## src/rtl/core/rsgt_pkg.sv

```systemverilog
// Package for the random sampling gate tracker: shared constants, register
// indexes and the command/status structs between controller and datapath.
// No dependencies.
`timescale 1ns / 1ps

package rsgt_pkg;

    // Default sizes of the ADC reading and of the fixed-point gate fraction.
    localparam int ADC_BITS_DEF       = 12;
    localparam int GATE_FRAC_BITS_DEF = 8;

    // Fixed widths of the configuration fields and the shift result.
    localparam int COUNT_W   = 16;
    localparam int FACTOR_W  = 6;
    localparam int SHIFT_W   = 6;
    localparam int CFG_IDX_W = 2;
    localparam int CFG_DATA_W = 16;

    // Compare width for the acceptance window, wide enough for ADC sizes up to 17 bits.
    localparam int CMP_W = 17;

    localparam int ACCEPT_LOW       = 500;
    localparam int ACCEPT_HIGH      = 4000;
    localparam int HIGH_GATE_MARGIN = 50;
    localparam int BLEND_DIVISOR    = 5;
    localparam int BLEND_ROUND      = 2;

    // Register indexes on the configuration port.
    localparam logic [CFG_IDX_W-1:0] REG_MEASURES_PER_GATE = 2'd0;
    localparam logic [CFG_IDX_W-1:0] REG_INTERP_FACTOR     = 2'd1;
    localparam logic [CFG_IDX_W-1:0] REG_RANDOMIZE_ENABLE  = 2'd2;

    // Register reset values.
    localparam logic [COUNT_W-1:0]  MEASURES_RESET  = 16'd1000;
    localparam logic [FACTOR_W-1:0] FACTOR_RESET    = 6'd50;
    localparam logic                RANDOMIZE_RESET = 1'b0;

    typedef enum logic {
        BLEND_SEL_MIN,
        BLEND_SEL_MAX
    } rsgt_blend_sel_t;

    typedef struct packed {
        logic            capture;      // load the incoming reading
        logic            res_clear;    // clear shift result at item start
        logic            reject;       // reading outside acceptance window
        logic            win_update;   // count and track running min/max
        logic            win_latch;    // latch first gates and restart window
        logic            win_blend;    // save window extremes and restart window
        logic            first_gates;  // use running min/max as the gates
        logic            gates_load;   // derive gates from the fixed-point gates
        logic            div_start;
        rsgt_blend_sel_t blend_sel;
        logic            blend_load;   // register the blend sum of the selected gate
        logic            gmin_write;
        logic            gmax_write;
        logic            res_write;    // store a valid shift
        logic            out_load;     // move the result into the output register
    } rsgt_cmd_t;

    typedef struct packed {
        logic rejected;
        logic learned;
        logic at_limit;
        logic shift_ok;
        logic div_done;
        logic out_free;
    } rsgt_stat_t;

endpackage

```

## src/rtl/core/rsgt_ctrl.sv

```systemverilog
// Controller of the gate tracker: sequences one reading through window
// update, gate blending, gate check, shift division and result transfer.
// Depends on rsgt_pkg.
`timescale 1ns / 1ps

module rsgt_ctrl (
    input  logic                 aclk,
    input  logic                 aresetn,
    input  logic                 s_valid,
    output logic                 s_ready,
    input  rsgt_pkg::rsgt_stat_t stat,
    output rsgt_pkg::rsgt_cmd_t  cmd
);

    import rsgt_pkg::*;

    typedef enum logic [3:0] {
        ST_IDLE,
        ST_EVAL,
        ST_BMIN_SUM,
        ST_BMIN_WRITE,
        ST_BMAX_SUM,
        ST_BMAX_WRITE,
        ST_GATES,
        ST_SHIFT_GO,
        ST_SHIFT_WAIT,
        ST_DONE
    } state_t;

    state_t state_reg;
    state_t state_next;
    logic   s_ready_reg;
    logic   s_ready_next;

    always_comb begin
        cmd          = '0;
        state_next   = state_reg;
        s_ready_next = s_ready_reg;
        unique case (state_reg)
            ST_IDLE: begin
                if (s_valid) begin
                    cmd.capture  = 1'b1;
                    s_ready_next = 1'b0;
                    state_next   = ST_EVAL;
                end
            end
            ST_EVAL: begin
                cmd.res_clear = 1'b1;
                priority if (stat.rejected) begin
                    cmd.reject = 1'b1;
                    state_next = ST_DONE;
                end else if (!stat.learned && !stat.at_limit) begin
                    cmd.win_update  = 1'b1;
                    cmd.first_gates = 1'b1;
                    state_next      = ST_SHIFT_GO;
                end else if (!stat.learned) begin
                    cmd.win_latch = 1'b1;
                    state_next    = ST_GATES;
                end else if (stat.at_limit) begin
                    cmd.win_blend = 1'b1;
                    state_next    = ST_BMIN_SUM;
                end else begin
                    cmd.win_update = 1'b1;
                    state_next     = ST_GATES;
                end
            end
            ST_BMIN_SUM: begin
                cmd.blend_load = 1'b1;
                cmd.blend_sel  = BLEND_SEL_MIN;
                state_next     = ST_BMIN_WRITE;
            end
            ST_BMIN_WRITE: begin
                cmd.gmin_write = 1'b1;
                state_next     = ST_BMAX_SUM;
            end
            ST_BMAX_SUM: begin
                cmd.blend_load = 1'b1;
                cmd.blend_sel  = BLEND_SEL_MAX;
                state_next     = ST_BMAX_WRITE;
            end
            ST_BMAX_WRITE: begin
                cmd.gmax_write = 1'b1;
                state_next     = ST_GATES;
            end
            ST_GATES: begin
                cmd.gates_load = 1'b1;
                state_next     = ST_SHIFT_GO;
            end
            ST_SHIFT_GO: begin
                if (stat.shift_ok) begin
                    cmd.div_start = 1'b1;
                    state_next    = ST_SHIFT_WAIT;
                end else begin
                    state_next = ST_DONE;
                end
            end
            ST_SHIFT_WAIT: begin
                if (stat.div_done) begin
                    cmd.res_write = 1'b1;
                    state_next    = ST_DONE;
                end
            end
            ST_DONE: begin
                if (stat.out_free) begin
                    cmd.out_load = 1'b1;
                    s_ready_next = 1'b1;
                    state_next   = ST_IDLE;
                end
            end
            default: begin
                state_next = ST_IDLE;
            end
        endcase
    end

    always_ff @(posedge aclk) begin
        if (!aresetn) begin
            state_reg   <= ST_IDLE;
            s_ready_reg <= 1'b1;
        end else begin
            state_reg   <= state_next;
            s_ready_reg <= s_ready_next;
        end
    end

    assign s_ready = s_ready_reg;

endmodule

```

## config.mk

```make
export PLATFORM = sky130hd
export DESIGN_NAME = rsgt_ctrl
export DESIGN_NICKNAME = d
export VERILOG_FILES = /design/src/rtl/core/rsgt_pkg.sv /design/src/rtl/core/rsgt_ctrl.sv
export SDC_FILE = /design/constraint.sdc
export NUM_CORES = 1
export LEC_CHECK = 0
export BUFFER_PORTS_ARGS = -buffer_cell sky130_fd_sc_hd__buf_2
export CAP_MARGIN = 20
export CORE_AREA = 2 2 39 41
export DETAILED_ROUTE_END_ITERATION = 12
export DIE_AREA = 0 0 41 43
export PLACE_DENSITY = 0.61
export SLEW_MARGIN = 20
export SYNTH_ARGS = -nofsm -noshare
export SYNTH_HDL_FRONTEND = slang
export SYNTH_SLANG_ARGS = --single-unit
```

## constraint.sdc

```tcl
create_clock -name aclk -period 3.45 [get_ports aclk]
set_input_delay 0.345 -clock aclk [delete_from_list [all_inputs] [get_ports aclk]]
set_output_delay 0.345 -clock aclk [all_outputs]
set_load 0.02 [all_outputs]
```

# Word-level counts from Yosys, hierarchy flattened
# Cells that the tools add are included.
# Widths: inputs -> output; s select.
[word_totals]
register_bits = 5
latchBits = 0
ram_bits = 0
rom_bits = 0
inputBits = 9
n_memories = 0
[classes]
add_sub_neg = 0
multipliers = 0
div_mod_pow = 0
order_cmp = 0
n_eq_ne = 12
n_shift = 0
muxes = 35
bitwise = 0
reduce_logical = 7
[ops]
columns = ["op", "count"]
rows = [
  ["$pmux 4 s10", 1],
  ["$mux 4", 7],
  ["$mux 1", 22],
  ["$eq 4x3->1 const B", 4],
  ["$eq 4x2->1 const B", 2],
  ["$eq 4x4->1 const B", 2],
  ["$mux 6", 1],
  ["$ne 2x2->1 const B", 3],
  ["$reduce_and 3->1", 2],
  ["$eq 4x1->1 const B", 1],
  ["$logic_not 4->1", 1],
  ["$pmux 2 s2", 1],
  ["$mux 3", 1],
  ["$logic_not 1->1", 2],
  ["$mux 2", 1],
  ["$pmux 1 s2", 1],
  ["$reduce_bool 2->1", 1],
  ["$logic_and 1x1->1", 1],
]

# Depth between registers and ports, before layout
# Gate-level depths: netlist (run 1).
[depth]
word_depth = 5
depth_mapped = 5
mapped_depth_nobuf = 4

# Least setup slack after synthesis (run 1)
# Ideal clock, no wire load.
[synth_timing]
kind = "reg-to-output"
startpoint = "register state_reg[1]"
endpoint = "output cmd[10] (netlist bit)"
arrival_time_ns = 1.572
required_time_ns = 3.105
path_slack_ns = 1.533
path_stages_with_launch = 5
cell_sequence = "dfxtp_1 -> buf_6 -> or2_4 -> or3_4 -> nor3b_1"
[synth_lines]
columns = ["item", "line", "source"]
rows = [
  ["from (decl)", "rsgt_ctrl.sv:30", "state_t state_reg;"],
  ["from (signal assigned)", "rsgt_ctrl.sv:121", "state_reg <= state_next;"],
  ["to (decl)", "rsgt_ctrl.sv:12", "output rsgt_pkg::rsgt_cmd_t cmd"],
]

==> impl_summary.txt, run 1 <==
----------------------------------------------------
[Synthesis]
  Part of the Yosys area used for sequential elements ... 24.32%
  Flops & latches, synth ... 5
  Number of warnings issued by yosys ... 0
  Number of enable-type register cells in the synthesized netlist ... 0
  Share of synthesized registers carrying an async set or reset ... 0%
  Unique cell type count in the Yosys netlist ... 27
  Ys flop type ... dfxtp_1
  Post-synth net total ... a little under 70
  Avg Inst Size Synth ... about 7.0 µm²
  Mapped Area ... 411.6 µm²
  Mapped Cells ... between 50 and 60

[Worst setup path]
  Worst setup EP type ... primary output
  Worst Path Arrival ... between 1500 and 2000 ps
  Kind of start point of the critical path ... flip-flop
  Crit path kind ... reg -> out
  Required arrival time at the worst endpoint ... 3110 ps
  Largest driver fanout on the critical path ... 12

[Die]
  Site Rows ... 14
  Die X-Extent ... between 40 and 50 µm
  Total core area ... roughly 1400 µm²
  Top-Level Pins ... 25
  Overall die area ... ~1800 µm²
  Height of the chip ... about 43 µm
  Initial cell density of the core ... 29.75%

[Clocking]
  # Post-CTS Setup Buffers ... 0
  Root buffer cell ... clkbuf_4
  TritonCTS Sinks ... 5
  Clock Path Buffers ... 2
  Number of hold buffers added after cts ... 0
  Clock tree from TritonCTS ... built
  Post-CTS resize count ... 0
  Clock transition at the registers of the reported paths ... 40 ps
  Worst skew pair latency ... between 200 and 250 ps
  Inserted Clock Buffers ... 3
  Maximum level of the CTS H-tree ... 1

[Layout]
  Post-synthesis to final-layout area growth ... 35.56%
  Final Net Count ... 94
  # diodes ... 0
  Leading cell type in the layout, fill and taps excluded ... buf_2
  Share of the core filled with cells in the final layout ... between 40% and 50%
  Flip-flop count of the largest register, all copies and words added ... 4
  Most frequent cells in the layout ... buf_2, nor2_1, nor3_1, dfxtp_1
  Ratio of cells with drive above 1 in the final layout ... 36.90%

[Drt]
  Number of DRC violations after detailed routing ... 0
  First DRT Iteration DRCs ... 6
  Mean routed wirelength per cell ... around 11 µm
  Length of the first detailed-routing pass in iterations ... 6
  Antenna viol nets, final ... 0
  Vias per cell ... 5.050
  Final routed wirelength across all metal layers ... roughly 1.1 mm
  Number of vias in the routed layout ... ~510

[Place]
  RD Place Congestion ... approximately 0.94
  Number of input and output port buffers inserted ... 24
  Detailed Place HPWL ... about 840 µm

[Power and ir drop]
  Total chip power ... around 370 µW
  Power density over cell area ... 658.7 nW/µm²
  IR drop worst, VDD ... between 0.3 and 0.4 mV
  Leakage ... roughly 0.00027 µW

[STA]
  Worst Skew ... a little under 0.8 ps
  RSZ-0062 raised after global routing ... no
  Worst-Margin Slew ... between 300 and 400 ps
  Count of endpoints failing setup in the final report ... 0
  Worst-case headroom to the max-slew limit ... about three quarters
  Period Utilization, post-route ... between 60% and 70%
  Max-slew violation count ... 0
  Final-report hold violation count ... 0
  Setup TNS ... 0 ps
  F_max ... 0.4775 GHz
  Final Critical Period ... between 2000 and 2500 ps

[Global route]
  GR Overflow Total ... 0
  Overall fraction of global-route tracks in use ... ~14%
  Number of global-route vias before repair ... roughly 420
  First-pass GRT wire length ... roughly 1.7 mm
  Antenna violations before repair ... 0
  Maximum number of pins on one net before global-route repair ... 13

[Status]
  Result of the run ... finished, final reports clean

[Flow run]
  Count of maximum capacitance violations ... 0

[Min path]
  Type of the tightest min-delay check ... in -> reg

----------------------------------------------------
[synthesized netlist by cell type, types with 2 or more instances]
library cell,n,share of area (%)
a211oi_1,3,5.5
nand2b_1,2,3.0
a21oi_1,3,3.6
nor2_1,11,10
and2_1,2,3.0
nor3_1,5,6.1
inv_1,4,3.6
nor3b_1,2,3.6
o21a_1,2,3.6
nand2_1,4,3.6
dfxtp_1,5,24
[path summary, 6_finish.rpt]
| path | end | cells after the start | slack [ps] | from |
|---|---|---|---|---|
| setup / recovery | cmd[10] | 4 | 1360 | state_reg[3] |
| hold / removal | s_ready | 2 | 340 | aresetn |
| setup reg to reg | state_reg[2] | 4 | 2030 | state_reg[3] |
| hold reg to reg | s_ready | 2 | 510 | s_ready |
[worst max-delay path: stages, from the launching register on]
cell      delay, ps
dfxtp_1         400
nand2b_1        280
or3_4           440
nor3b_1         190
buf_2           190
[kinds of logic (layout without fill, tap and decap cells)]
group	after synthesis	count (layout)	synth area share (%)
AND/OR/NAND/NOR	33	33	43.16
AO/OA/AOI/OAI	13	13	21.88
buffers and inverters	7	32	8.507
flip-flops	5	5	24.32
XOR/XNOR	1	1	2.128
[report_power, final]
group	total, µW	switching, µW	internal, µW
logic	196	118	77.8
clock network	67.5	23.8	43.7
registers	104	29.6	74.3
total	368	172	196
[layout make-up]
cell class              count  area (µm²)
flip-flops and latches      5       100.1
multi-input cells          47       276.5
clock buffers               4       26.28
inverters                   4       15.01
repair buffers             24       120.1
well taps                  16       20.02
fillers                   159       825.8
[stage by stage]
| step | worst slack (ps) | std cells | hold WS, ps | cell area [µm²] |
|---|---|---|---|---|
| 6_report | 1356 | 100 | 338.3 | 558.0 |
| 5_1_grt | 1249 | 100 | 350.3 | 558.0 |
| 4_1_cts | 1360 | 100 | 333.1 | 558.0 |
| 3_5_place_dp | 1634 | 96 | 508.0 | 531.8 |
| 3_3_place_gp | 1676 | 96 | 491.9 | 531.8 |
| 2_1_floorplan | 1533 | 59 | 421.2 | 411.6 |
[per-layer routing]
| metal | vias to the layer above | share of wire (%) | track usage, % |
|---|---|---|---|
| met2 | 26 | 48 | 20.31 |
| li1 | 261 | - | - |
| met4 | 0 | 0.83 | 8.000 |
| met5 | - | 0 | 0 |
| met3 | 4 | 8.0 | 4.712 |
| met1 | 214 | 43 | 18.51 |
No activity file was read; power rests on OpenSTA's default activity.
==> run 2: changes to the inputs <==
- PLACE_DENSITY: 0.61 -> 0.63
- clock period: 3.45 -> 1.75 ns (I/O delays scaled with it)
==> impl_summary.txt, run 2 (synthesis results as in run 1) <==
----------------------------------------------------
[Die]
  Height of the chip ... 43 µm (unchanged)
  Initial cell density of the core ... 29.75% (unchanged)
  Die X-Extent ... 41 µm (unchanged)
  Top-Level Pins ... 25 (unchanged)
  Site Rows ... 14 (unchanged)
  Overall die area ... 1763 µm² (unchanged)
  Total core area ... 1384 µm² (unchanged)

[Min path]
  Type of the tightest min-delay check ... in -> reg (unchanged)
  Hold depth ... 2 (unchanged)
  Hold_sp ... aresetn (unchanged)

[STA]
  Count of endpoints failing setup in the final report ... 0 (unchanged)
  Worst Skew ... 0.9477 ps (was 0.7942 ps)
  Final-report hold violation count ... 0 (unchanged)
  Final worst setup slack ... 52.22 ps (was 1356 ps)
  Period Utilization, post-route ... 97.02%
  Setup TNS ... 0 ps (unchanged)
  Max-slew violation count ... 0 (unchanged)
  Final Critical Period ... 1698 ps
  RSZ-0062 raised after global routing ... yes (was no)
  Worst-case headroom to the max-slew limit ... 83.15% (was 76.63%)
  F_max ... a little under 0.6 GHz
  Worst-Margin Slew ... 251.9 ps (was 350.1 ps)

[Drt]
  First DRT Iteration DRCs ... 7 (was 6)
  Mean routed wirelength per cell ... 10.85 µm (was 10.80 µm)
  Antenna viol nets, final ... 0 (unchanged)
  Length of the first detailed-routing pass in iterations ... 4 (was 6)
  Number of vias in the routed layout ... 529 (was 505)
  Vias per cell ... 4.991 (was 5.050)
  Number of DRC violations after detailed routing ... 0 (unchanged)
  Final routed wirelength across all metal layers ... 1.150 mm (was 1.080 mm)

[Global route]
  First-pass GRT wire length ... 1.600 mm (was 1.697 mm)
  GR Overflow Total ... 0 (unchanged)
  Overall fraction of global-route tracks in use ... 13.57% (was 14.40%)
  Maximum number of pins on one net before global-route repair ... 12 (was 13)
  Number of global-route vias before repair ... 420 (was 416)
  Antenna violations before repair ... 0 (unchanged)

[Worst setup path]
  CP startpoint ... state_reg[1] (was state_reg[3])
  Largest driver fanout on the critical path ... 5 (was 12)
  Reg2Reg Depth ... 5 (was 4)
  Kind of start point of the critical path ... flip-flop (unchanged)
  Peak per-stage delay on the critical path ... 370 ps (was 440 ps)
  Worst Path Arrival ... 1520 ps (was 1750 ps)
  Critical path's slowest cell ... or3_4 (unchanged)
  Crit path kind ... reg -> out (unchanged)
  Critical path cell sequence ... or2_4, or3_4, nor3b_2, buf_4 (was nand2b_1, or3_4, nor3b_1, buf_2)
  R2R Path Start ... state_reg[1] (was state_reg[3])
  Required arrival time at the worst endpoint ... 1570 ps (was 3110 ps)
  Worst setup EP type ... primary output (unchanged)
  Reg-to-reg slack, setup ... 410 ps (was 2030 ps)

[Place]
  Detailed Place HPWL ... 870.3 µm (was 840.3 µm)
  Number of input and output port buffers inserted ... 24 (unchanged)
  Pre-CTS worst setup slack ... 195.6 ps (was 1634 ps)
  RD Place Congestion ... 0.7576 (was 0.9413)

[Clocking]
  Clock Path Buffers ... 2 (unchanged)
  Inserted Clock Buffers ... 3 (unchanged)
  Clock tree from TritonCTS ... built (unchanged)
  Worst skew pair latency ... 230 ps (was 240 ps)
  Clock transition at the registers of the reported paths ... 40 ps (about the same)
  TritonCTS Sinks ... 5 (unchanged)
  Root buffer cell ... clkbuf_4 (unchanged)
  Maximum level of the CTS H-tree ... 1 (unchanged)
  Number of hold buffers added after cts ... 0 (unchanged)

[Layout]
  Post-synthesis to final-layout area growth ... 52.58% (was 35.56%)
  Leading cell type in the layout, fill and taps excluded ... buf_2 (unchanged)
  # diodes ... 0 (unchanged)
  Flip-flop count of the largest register, all copies and words added ... 4 (unchanged)
  Ratio of cells with drive above 1 in the final layout ... 44.44% (was 36.90%)
  Final Net Count ... 100 (was 94)
  Most frequent cells in the layout ... buf_2, nor2_1, buf_4 (was buf_2, nor2_1, nor3_1, dfxtp_1)

[Power and ir drop]
  Leakage ... 0.0003206 µW (was 0.0002713 µW)
  IR drop worst, VDD ... 0.6124 mV (was 0.3393 mV)
  Power density over cell area ... 1261 nW/µm² (was 658.7 nW/µm²)

[Status]
  Result of the run ... finished, final reports clean (unchanged)

[Flow run]
  Count of maximum capacitance violations ... 0 (unchanged)

----------------------------------------------------
## run 2: per-layer routing
metal	routed length (µm)	up-vias	global-route usage [%]
met1	526	233	16.13
met2	519	22	20.00
met4	10	0	10.00
met5	0	-	0
li1	-	272	-
met3	94	2	3.141
## run 2: cell type report
type	instances	area, µm²
Timing Repair Buffer	30	175.2
Clock buffer	4	26.28
Multi-Input combinational cell	47	286.5
Fill cell	157	755.7
Tap cell	16	20.02
Inverter	4	15.01
Sequential cell	5	105.1
## run 2: worst max-delay path: cells and delay by family (launching register included)
family | cells | cell delay (ps)
and+or+nand+nor | 3 | 790
DFF | 1 | 350
buffers and inverters | 1 | 160
## run 2: worst paths after layout
kind                                     end
worst min-delay path                 s_ready
worst max register to register  state_reg[0]
worst min register to register       s_ready
worst max-delay path                 cmd[10]
## run 2: through the flow
step	util, %	hold slack, ps	area, µm²	instances	total power (µW)
4_1_cts	42.59	180.0	589.3	103	765.2
6_report	45.39	185.5	628.1	106	792.3
3_5_place_dp	40.05	423.7	554.3	99	628.3
5_1_grt	45.39	185.7	628.1	106	869.1
3_3_place_gp	40.05	422.9	554.3	99	626.4
2_1_floorplan	-	251.2	411.6	59	495.0
## run 2: what timing repair did
item / 4_1_cts / 5_1_grt
setup buffers: 0 / 3
setup endpoints to repair: 2 / 2
endpoints found under the hold margin: 0 / 0
gates resized for setup: 3 / 4
pin swaps: 0 / 1
## run 2: power breakdown
group / switching (µW) / internal [µW] / leakage, µW / total (µW)
clock network: 39.7 / 85.7 / 0.0000150 / 125
logic: 284 / 209 / 0.000263 / 493
registers: 23.4 / 150 / 0.0000424 / 173
total: 347 / 445 / 0.000321 / 792
==> run 3: changes to the inputs <==
- ABC_AREA: unset -> 1
- PLACE_DENSITY: 0.63 -> 0.67
- clock period: 1.75 -> 1.49 ns (I/O delays scaled with it)
==> impl_summary.txt, run 3 <==
----------------------------------------------------
[Drt]
  Final routed wirelength across all metal layers ... 1.278 mm (was 1.150 mm)
  Number of vias in the routed layout ... 601 (was 529)
  First DRT Iteration DRCs ... 12 (was 7)
  Vias per cell ... 4.553 (was 4.991)
  Number of DRC violations after detailed routing ... 0 (unchanged)
  Mean routed wirelength per cell ... 9.682 µm (was 10.85 µm)
  Length of the first detailed-routing pass in iterations ... 3 (was 4)
  Antenna viol nets, final ... 0 (unchanged)

[STA]
  Worst-Margin Slew ... 248.5 ps (was 251.9 ps)
  Worst Skew ... 3.848 ps (was 0.9477 ps)
  Final Critical Period ... ~1500 ps
  Post-Route Hold Slack ... 103.6 ps (was 185.5 ps)
  Count of endpoints failing setup in the final report ... 0 (unchanged)
  Setup TNS ... 0 ps (unchanged)
  Max-slew violation count ... 0 (unchanged)
  Period Utilization, post-route ... a little over nine tenths
  Final worst setup slack ... 35.40 ps (was 52.22 ps)
  RSZ-0062 raised after global routing ... yes (unchanged)
  F_max ... 0.6875 GHz
  Worst-case headroom to the max-slew limit ... 83.41% (was 83.15%)
  Final-report hold violation count ... 0 (unchanged)

[Die]
  Site Rows ... 14 (unchanged)
  Total core area ... 1384 µm² (unchanged)
  Die X-Extent ... 41 µm (unchanged)
  Top-Level Pins ... 25 (unchanged)
  Height of the chip ... 43 µm (unchanged)
  Overall die area ... 1763 µm² (unchanged)
  Initial cell density of the core ... 33.45% (was 29.75%)

[Synthesis]
  Mapped Cells ... 84 (was 59)
  Number of enable-type register cells in the synthesized netlist ... 0 (unchanged)
  Part of the Yosys area used for sequential elements ... 21.62% (was 24.32%)
  Post-synth net total ... 93 (was 68)
  Share of Yosys cell area claimed by the top area cell type ... 21.62% (was 24.32%)
  Synth area leaders ... dfxtp_1, nand2_1, nor2_1 (was dfxtp_1, nor2_1, nor3_1)
  Ys flop type ... dfxtp_1 (unchanged)
  Biggest area consumer among synthesized cells ... dfxtp_1 (unchanged)
  Share of synthesized registers carrying an async set or reset ... 0% (unchanged)
  Avg Inst Size Synth ... 5.511 µm² (was 6.977 µm²)
  Number of warnings issued by yosys ... 0 (unchanged)
  Flops & latches, synth ... 5 (unchanged)
  Mapped Area ... 462.9 µm² (was 411.6 µm²)
  List of most frequent post-synthesis cells ... nand2_1, nor2_1, inv_1, nand3_1, dfxtp_1 (was nor2_1, dfxtp_1, nor3_1, inv_1, nand2_1)
  Unique cell type count in the Yosys netlist ... 14 (was 27)
  Most repeated cell in the gate-level netlist after synthesis ... nand2_1 (was nor2_1)

[Clocking]
  Maximum level of the CTS H-tree ... 1 (unchanged)
  Number of hold buffers added after cts ... 0 (unchanged)
  Clock transition at the registers of the reported paths ... 40 ps (about the same)
  Inserted Clock Buffers ... 3 (unchanged)
  Worst skew pair latency ... 240 ps (was 230 ps)
  Clock tree from TritonCTS ... built (unchanged)
  TritonCTS Sinks ... 5 (unchanged)
  Clock Path Buffers ... 2 (unchanged)
  Root buffer cell ... clkbuf_4 (unchanged)

[Place]
  Number of input and output port buffers inserted ... 24 (unchanged)
  RD Place Congestion ... 0.7668 (was 0.7576)
  Detailed Place HPWL ... 1.001 mm (was 870.3 µm)
  Pre-CTS worst setup slack ... 194.7 ps (was 195.6 ps)
  Cell area after placement ... 603.1 µm² (was 554.3 µm²)

[Worst setup path]
  Crit path kind ... reg -> out (unchanged)
  Worst setup EP type ... primary output (unchanged)
  Largest driver fanout on the critical path ... 5 (unchanged)
  Worst Path Arrival ... 1310 ps (was 1520 ps)
  Kind of start point of the critical path ... flip-flop (unchanged)
  Required arrival time at the worst endpoint ... 1340 ps (was 1570 ps)

[Power and ir drop]
  IR drop worst, VDD ... 1.020 mV (was 0.6124 mV)
  Power density over cell area ... 2014 nW/µm² (was 1261 nW/µm²)
  Leakage ... 0.0004157 µW (was 0.0003206 µW)

[Layout]
  Ratio of cells with drive above 1 in the final layout ... 43.97% (was 44.44%)
  Filler cell count ... 149 (was 157)
  # diodes ... 0 (unchanged)
  Flip-flop count of the largest register, all copies and words added ... 4 (unchanged)
  Final Net Count ... 126 (was 100)
  Most frequent cells in the layout ... nand2_1, buf_2, inv_1, nor2_1, nand3_1 (was buf_2, nor2_1, buf_4)
  Non-Filler Cell Area, Final ... 705.7 µm² (was 628.1 µm²)
  Flip-flop and latch area ... 106.4 µm² (was 105.1 µm²)
  Post-synthesis to final-layout area growth ... 52.43% (was 52.58%)
  Multi-input gate area in the final layout ... 312.8 µm² (was 286.5 µm²)

[Global route]
  GR Overflow Total ... 0 (unchanged)
  First-pass GRT wire length ... 1.994 mm (was 1.600 mm)
  Overall fraction of global-route tracks in use ... 16.28% (was 13.57%)
  Number of global-route vias before repair ... 511 (was 420)
  Antenna violations before repair ... 0 (unchanged)
  Maximum number of pins on one net before global-route repair ... 7 (was 12)

[Flow run]
  Count of maximum capacitance violations ... 0 (unchanged)

[Min path]
  Type of the tightest min-delay check ... in -> reg (unchanged)

[Status]
  Result of the run ... finished, final reports clean (unchanged)

----------------------------------------------------
==> run 3: cell types whose count changed in the layout (fill, tap and decap cells not counted), moves of 2 or more <==
cell,change
nor2_1,+4
inv_1,+11
inv_2,+2
nor2_2,+6
a211oi_1,-3
nand3_1,+8
buf_6,+2
nor3_1,-4
nand2_1,+15
o21a_1,-2
nor2_4,+4
nand2b_1,-2
buf_2,-3
and2_1,-2
==> run 3: worst paths after layout <==
kind,from,end,slack [ps],cells after the start
max,state_reg[0],cmd[9],40,7
min,aresetn,s_ready,100,2
max reg2reg,state_reg[0],state_reg[0],220,8
min reg2reg,s_ready,s_ready,460,2
==> run 3: cell type report <==
type	count	area share, %
multi-input cells	61	44.33
repair buffers	28	24.11
flip-flops and latches	5	15.07
inverters	18	9.929
clock buffers	4	3.723
well taps	16	2.837
==> run 3: worst max-delay path, cell delays in order, from the launching register on <==
cell     delay, ps
dfxtp_4        380
inv_4           50
nor2_4         140
nand2_4         70
nor2_4         130
inv_2           60
nor2_2         110
buf_6          120
==> run 3: logic make-up after synthesis <==
logic type / after synthesis / synth area share [%]
buffers and inverters: 18 / 14.60
AND/OR/NAND/NOR: 56 / 57.30
flip-flops: 5 / 21.62
AO/OA/AOI/OAI: 5 / 6.487
==> run 3: routing by layer <==
layer,wire (µm),global-route usage [%],vias up
met5,0,0,-
met4,21,8.000,0
met3,46,1.571,2
met2,646,25.62,11
met1,564,20.97,268
li1,-,-,320
==> run 3: repair_timing <==
action,CTS,global route
pin swaps,0,5
setup buffers,0,4
gates resized for setup,3,16
setup endpoints to repair,4,9
==> run 3: report_power, final <==
group / total, µW / leakage, µW / internal [µW] / switching (µW)
sequential: 289 / 0.0000427 / 204 / 84.4
combinational: 976 / 0.000358 / 362 / 614
clock: 156 / 0.0000150 / 101 / 55.2
total: 1420 / 0.000416 / 667 / 754
==> run 3: stage by stage <==
step           std cells  total power [µW]  utilization, %
2_1_floorplan         84             910.9               -
3_3_place_gp         124              1114           43.58
3_5_place_dp         124              1122           43.58
4_1_cts              128              1294           45.93
5_1_grt              132              1545           50.99
6_report             132              1421           50.99
